$ cat config.mk
export PLATFORM = sky130hd
export DESIGN_NAME = murmur_hash_64a_top
export DESIGN_NICKNAME = d
export VERILOG_FILES = /design/src/hw/rtl/mh64a_pkg.sv /design/src/hw/rtl/murmur_hash_64a_top.sv
export VERILOG_INCLUDE_DIRS = /design/src /design/src/hw/rtl
export SDC_FILE = /design/constraint.sdc
export NUM_CORES = 2
export LEC_CHECK = 0
export BUFFER_PORTS_ARGS = -buffer_cell sky130_fd_sc_hd__buf_2
export CORE_ASPECT_RATIO = 1.2
export CORE_MARGIN = 1.5
export CORE_UTILIZATION = 50
export CTS_CLUSTER_SIZE = 28
export DETAILED_ROUTE_END_ITERATION = 7
export PLACE_DENSITY = 0.66
export SLEW_MARGIN = 20
export SYNTH_ARGS = -nofsm -noshare
export SYNTH_HDL_FRONTEND = slang
export SYNTH_SLANG_ARGS = --single-unit
$ cat constraint.sdc
create_clock -name clk -period 8.3 [get_ports clk]
set_input_delay 0.415 -clock clk [delete_from_list [all_inputs] [get_ports clk]]
set_output_delay 0.415 -clock clk [all_outputs]
set_load 0.05 [all_outputs]
$ cat src/hw/rtl/assert_macros.svh
// Assertion macros for the RTL of the 64-bit Murmur hash block.
// Depends on nothing; expects clk and arst_n in the including module.
`ifndef ASSERT_MACROS_SVH
`define ASSERT_MACROS_SVH

// Check a property on every rising clock edge outside reset.
`define ASSERT_CLK(lbl, prop, msg) \
	lbl: assert property (@(posedge clk) disable iff (!arst_n) (prop)) else $error(msg);

// Check that a condition implies another condition in the next cycle.
`define ASSERT_NEXT(lbl, cond, prop, msg) \
	lbl: assert property (@(posedge clk) disable iff (!arst_n) (cond) |=> (prop)) \
		else $error(msg);

`endif

$ cat src/hw/rtl/mh64a_pkg.sv
// Constants, types and helper functions of the 64-bit Murmur hash block.
// Depends on nothing; imported by murmur_hash_64a_top, mh64a_hash_check and testbench.
package mh64a_pkg;

	localparam int unsigned WORD_W  = 64;
	localparam int unsigned HALF_W  = WORD_W / 2;
	localparam int unsigned CNT_W   = 4;
	localparam int unsigned LEN_W   = 32;
	localparam int unsigned BYTES   = WORD_W / 8;
	localparam int unsigned SDATA_W = 104;
	localparam int unsigned SHIFT   = 47;

	localparam logic [WORD_W-1:0] MIX_MUL    = 64'hc6a4a7935bd1e995;
	localparam logic [WORD_W-1:0] SEED_RESET = 64'h00000000c70f6907;
	localparam logic [HALF_W-1:0] MUL_LO     = MIX_MUL[HALF_W-1:0];
	localparam logic [HALF_W-1:0] MUL_HI     = MIX_MUL[WORD_W-1:HALF_W];
	localparam logic [CNT_W-1:0]  CNT_FULL   = 4'd8;

	typedef logic [1:0] phase_t;
	localparam phase_t PH_LAST = 2'd3;

	typedef enum logic [2:0] {
		ST_IDLE,
		ST_LEN,
		ST_DISP,
		ST_K1,
		ST_K2,
		ST_H,
		ST_FIN
	} state_t;

	function automatic logic [WORD_W-1:0] spread(input logic [WORD_W-1:0] v);
		return v ^ (v >> SHIFT);
	endfunction

	function automatic logic [WORD_W-1:0] byte_mask(input logic [CNT_W-1:0] cnt);
		logic [WORD_W-1:0] m;
		m = '0;
		for (int i = 0; i < BYTES; i++) begin
			if (CNT_W'(i) < cnt) begin
				m[i*8 +: 8] = 8'hff;
			end
		end
		return m;
	endfunction

endpackage

$ cat src/hw/rtl/murmur_hash_64a_top.sv
// 64-bit Murmur hash (64A) over a stream of little-endian 8-byte words.
// Depends on mh64a_pkg and assert_macros.svh.
//
// One word is taken at a time; s_tready is low while it is worked on. Every
// 64-bit product with the mixing constant runs through one shared 32x32
// multiplier as three partial products. A word passes the dispatch state and
// then one multiply per product: one more on the first word (length times
// constant), three for a full word, one for a tail word of 1 to 7 bytes, and
// one more on the last word for finalization. The result waits in an output
// register, so the next word is accepted while it is still unclaimed.
`include "assert_macros.svh"

module murmur_hash_64a_top (
	input  logic                             clk,
	input  logic                             arst_n,
	input  logic                             s_tvalid,
	output logic                             s_tready,
	// data_word [63:0], valid_bytes [67:64], total_length [99:68], zero [103:100]
	input  logic [mh64a_pkg::SDATA_W-1:0]    s_tdata,
	// first_word [0]
	input  logic                             s_tuser,
	input  logic                             s_tlast,
	output logic                             m_tvalid,
	input  logic                             m_tready,
	// hash_value [63:0]
	output logic [mh64a_pkg::WORD_W-1:0]     m_tdata,
	input  logic                             cfg_valid,
	output logic                             cfg_ready,
	input  logic [mh64a_pkg::WORD_W-1:0]     cfg_data
);
	import mh64a_pkg::*;

	state_t              state_q, state_d;
	phase_t              ph_q, ph_d;
	logic [WORD_W-1:0]   seed_q, h_q, a_q, word_q, acc_q, prod_q, out_q;
	logic [CNT_W-1:0]    cnt_q, cnt_in;
	logic                last_q, out_valid_q;
	logic                mul_act, out_free, fin_done, accept;
	logic [HALF_W-1:0]   mul_a, mul_b;
	logic [WORD_W-1:0]   prod_d, mul_res;

	assign accept    = s_tvalid && s_tready;
	assign out_free  = !out_valid_q || m_tready;
	assign cfg_ready = 1'b1;
	assign m_tvalid  = out_valid_q;
	assign m_tdata   = out_q;
	assign cnt_in    = (s_tdata[67:64] > CNT_FULL) ? CNT_FULL : s_tdata[67:64];
	assign mul_res   = acc_q + {prod_q[HALF_W-1:0], {HALF_W{1'b0}}};
	assign prod_d    = {{HALF_W{1'b0}}, mul_a} * {{HALF_W{1'b0}}, mul_b};

	always_comb begin
		state_d = state_q;
		case (state_q)
			ST_IDLE: begin
				if (s_tvalid) begin
					state_d = s_tuser ? ST_LEN : ST_DISP;
				end
			end
			ST_LEN: begin
				if (ph_q == PH_LAST) state_d = ST_DISP;
			end
			ST_DISP: begin
				if (cnt_q >= CNT_FULL) state_d = ST_K1;
				else if (cnt_q != '0) state_d = ST_H;
				else if (last_q) state_d = ST_FIN;
				else state_d = ST_IDLE;
			end
			ST_K1: begin
				if (ph_q == PH_LAST) state_d = ST_K2;
			end
			ST_K2: begin
				if (ph_q == PH_LAST) state_d = ST_H;
			end
			ST_H: begin
				if (ph_q == PH_LAST) state_d = last_q ? ST_FIN : ST_IDLE;
			end
			ST_FIN: begin
				if (ph_q == PH_LAST && out_free) state_d = ST_IDLE;
			end
			default: state_d = ST_IDLE;
		endcase
	end

	always_comb begin
		s_tready = 1'b0;
		mul_act  = 1'b0;
		fin_done = 1'b0;
		mul_a    = a_q[HALF_W-1:0];
		mul_b    = MUL_LO;
		case (state_q)
			ST_IDLE: s_tready = 1'b1;
			ST_LEN, ST_K1, ST_K2, ST_H: mul_act = 1'b1;
			ST_FIN: begin
				mul_act  = 1'b1;
				fin_done = (ph_q == PH_LAST) && out_free;
			end
			default: mul_act = 1'b0;
		endcase
		case (ph_q)
			2'd1: mul_a = a_q[WORD_W-1:HALF_W];
			2'd2: mul_b = MUL_HI;
			default: mul_a = a_q[HALF_W-1:0];
		endcase
		if (mul_act && ph_q != PH_LAST) ph_d = ph_q + 2'd1;
		else if (state_d != state_q) ph_d = '0;
		else ph_d = ph_q;
	end

	always_ff @(posedge clk or negedge arst_n) begin
		if (!arst_n) begin
			state_q     <= ST_IDLE;
			ph_q        <= '0;
			seed_q      <= SEED_RESET;
			h_q         <= '0;
			out_valid_q <= 1'b0;
			last_q      <= 1'b0;
		end else begin
			state_q <= state_d;
			ph_q    <= ph_d;
			if (cfg_valid && cfg_ready) seed_q <= cfg_data;
			if (accept) last_q <= s_tlast;
			if (state_q == ST_LEN && ph_q == PH_LAST) h_q <= seed_q ^ mul_res;
			if (state_q == ST_H && ph_q == PH_LAST) h_q <= mul_res;
			if (fin_done) out_valid_q <= 1'b1;
			else if (m_tready) out_valid_q <= 1'b0;
		end
	end

	always_ff @(posedge clk) begin
		if (accept) begin
			word_q <= s_tdata[WORD_W-1:0];
			cnt_q  <= cnt_in;
		end
		if (mul_act && ph_q != PH_LAST) prod_q <= prod_d;
		if (mul_act && ph_q == 2'd1) acc_q <= prod_q;
		if (mul_act && ph_q == 2'd2) acc_q <= mul_res;
		case (state_q)
			ST_IDLE: if (accept) a_q <= {{(WORD_W-LEN_W){1'b0}}, s_tdata[99:68]};
			ST_DISP: begin
				if (cnt_q >= CNT_FULL) a_q <= word_q;
				else if (cnt_q != '0) a_q <= h_q ^ (word_q & byte_mask(cnt_q));
				else a_q <= spread(h_q);
			end
			ST_K1: if (ph_q == PH_LAST) a_q <= spread(mul_res);
			ST_K2: if (ph_q == PH_LAST) a_q <= h_q ^ mul_res;
			ST_H: if (ph_q == PH_LAST) a_q <= spread(mul_res);
			default: a_q <= a_q;
		endcase
		if (fin_done) out_q <= spread(mul_res);
	end

	`ASSERT_CLK(a_ph_rest, !mul_act |-> ph_q == '0, "phase not cleared outside multiply")
	`ASSERT_NEXT(a_busy_after_accept, accept, !s_tready, "ready again right after a beat")
	`ASSERT_CLK(a_fin_last, state_q == ST_FIN |-> last_q, "finalization without last beat")
	`ASSERT_CLK(a_out_from_fin, $rose(m_tvalid) |-> $past(state_q == ST_FIN), "stray result")

endmodule

==> results.json <==
{
  "hp-class": "in2reg",
  "finalMaxSlewViolations": 0,
  "port_buffers": 236,
  "synth_most_common_cell": "inv_1",
  "setup_viol": 0,
  "path_common_cell": "fa_1",
  "cp.arrival_ns": 8.49,
  "vias": 36100,
  "hold_viol_final": 0,
  "required_ns": 8.66,
  "ys_types": 81,
  "routedWlPerCell_um": 24.3,
  "critPathMaxFanout": 5,
  "core.rowCount": 123,
  "grt_max_degree": 99,
  "nNetsFinal": 6446,
  "viasPerCell": 5.55,
  "syn2layout_area_growth_pct": 18.5,
  "drv_cap": 0,
  "routed_wl_mm": 158,
  "final_antenna_net_count": 0,
  "syn_area_um2": 47400,
  "clkLatencyLatePin_ns": 0.62,
  "drcViolationCount": 0,
  "synth_top_area_cell": "fa_1",
  "io_pins": 242,
  "die_h_um": 340,
  "root_buffer": "clkbuf_16",
  "fin_util": 0.598,
  "cpMaxStageDelayCell": "fa_2",
  "period_needed_ns": 8.13,
  "drive_gt1_frac": 0.202,
  "antenna_found_initial": 4,
  "synth_common_cells": "inv_1, fa_1, ha_1",
  "multi_input_area_um2": 31300,
  "grt_pass1_wl_mm": 231,
  "die_w_um": 284,
  "slowest_delay_ns": 0.62,
  "critPathKind": "reg2reg",
  "cts_tree": "done",
  "cts_buffer_depth": 3,
  "synth_edf_count": 324,
  "slew_headroom": 0.190,
  "synth_top_cells_by_area": "fa_1, edfxtp_1, ha_1",
  "yosys_warnings": 0,
  "worst_pin_slew_ns": 1.20,
  "postSynthCellCount": 4568,
  "fmax_mhz": 123,
  "dp_hpwl_mm": 129,
  "core_region_area_um2": 93900,
  "initial_core_util": 0.505,
  "grt_overflow": 0,
  "grt_pass1_vias": 36900,
  "htree_levels": 2,
  "cts_made_buffers": 43,
  "synth_flop_cell": "edfxtp_1",
  "synthArstFlopShare": 0.294,
  "first_pass_iters": 5,
  "clkSinkCount": 459,
  "cp-end-kind": "flip-flop",
  "avgSynthCellArea_um2": 10.4,
  "status": "finished clean",
  "gp_congestion": 1.02,
  "grt_usage": 0.326,
  "fillers": 7910,
  "cts.clk_slew.worst_paths_ns": 0.07,
  "register_area_um2": 13100,
  "layout_worst_path_cycle_share": 0.980,
  "startpoint_type": "flip-flop",
  "synth_seq_area_share": 0.277,
  "dieArea_um2": 96600,
  "synth_top_area_share": 0.264,
  "synth_seq_cells": 459,
  "skew_ns": 0.0268,
  "drtIter0Drc": 2951
}
[registers in the layout, indices dropped and copies added (netlist names)]
name,count
h_q,64
cnt_q,4
seed_q,64
prod_q,64
word_q,64
a_q,64
state_q,3
ph_q,2
m_tvalid,1
acc_q,64
last_q,1
m_tdata,64
[what timing repair did]
action | 4_1_cts | 5_1_grt
pin swaps | 4 | 98
buffers inserted | 4 | 18
setup endpoints to repair | 19 | 27
hold endpoints to repair | 134 | 0
hold buffers | 65 | 0
gates cloned | 0 | 3
gates resized for setup | 27 | 180
[worst paths after layout]
kind / from / endpoint / slack (ns) / depth (start not counted)
setup / recovery: ph_q[0] / prod_q[45] / 0.17 / 30
hold / removal: cfg_data[1] / seed_q[1] / 0.03 / 2
setup reg to reg: ph_q[0] / prod_q[45] / 0.17 / 30
hold reg to reg: h_q[32] / h_q[32] / 0.49 / 2
max in group asynchronous: arst_n / state_q[2] / 6.38 / 3
min in group asynchronous: arst_n / seed_q[54] / 0.41 / 2
[through the flow]
| stage | cells | hold slack (ns) | worst slack, ns | instance area (um2) | setup TNS (ns) |
|---|---|---|---|---|---|
| 2_1_floorplan | 4571 | 0.119 | 0.0306 | 47400 | 0 |
| 3_3_place_gp | 6331 | 0.472 | -0.153 | 52900 | -1.70 |
| 6_report | 6503 | 0.0310 | 0.168 | 56100 | 0 |
| 4_1_cts | 6480 | 0.00724 | 0.00668 | 55200 | 0 |
| 3_5_place_dp | 6331 | 0.479 | -0.206 | 52900 | -2.25 |
| 5_1_grt | 6501 | 0.0237 | -0.0538 | 56100 | -0.351 |
[layout by cell type (no fill, tap or decap), types with 65 or more instances in the layout]
cell type      instances
inv_1                807
fa_1                 601
buf_4                436
ha_1                 409
nand2_1              332
edfxtp_1             324
buf_2                235
a21oi_1              230
o21ai_0              216
nor2_1               186
xnor2_1              174
nor2b_1              134
dfrtp_1              117
a21o_1                72
mux2_2                67
xor2_1                65
dlygate4sd3_1         65
[cell families after synthesis]
family	after synthesis	share of synthesized area
buffers and inverters	999	0.0792
other	2	0.000159
adder cells (fa/ha/maj)	1055	0.378
XOR/XNOR	249	0.0481
AND/OR/NAND/NOR	897	0.0884
AO/OA/AOI/OAI	796	0.104
flip-flops	459	0.277
multiplexers	111	0.0257
[final cells by class]
| class | count | area share |
|---|---|---|
| multi-input combinational | 3113 | 0.558 |
| sequential | 459 | 0.234 |
| timing repair buffer | 763 | 0.0981 |
| inverter | 836 | 0.0562 |
| tap | 1250 | 0.0279 |
| clock buffer | 55 | 0.0209 |
| clock inverter | 25 | 0.00482 |
| antenna | 2 | 0.0000892 |
[routing by layer]
| layer | up-vias | GRT usage | part of all wire |
|---|---|---|---|
| li1 | 16300 | - | - |
| met1 | 17900 | 0.399 | 0.38 |
| met2 | 1477 | 0.543 | 0.48 |
| met3 | 421 | 0.0410 | 0.065 |
| met4 | 2 | 0.215 | 0.076 |
| met5 | - | 0 | 0.000076 |
[worst max-delay path: cells and delay by family (launching register included)]
family	cells	cell delay (ns)
muxes	1	0.30
xor gates and xnor gates	1	0.13
AOI/OAI and AO/OA	5	0.94
DFF	1	0.42
and+or+nand+nor	3	0.49
buffers and inverters	10	1.10
adders and majority gates	10	4.46
Power is left out: the tool's default activity adds up to more than one toggle a clock period on the data nets, which glitch-free logic cannot reach.
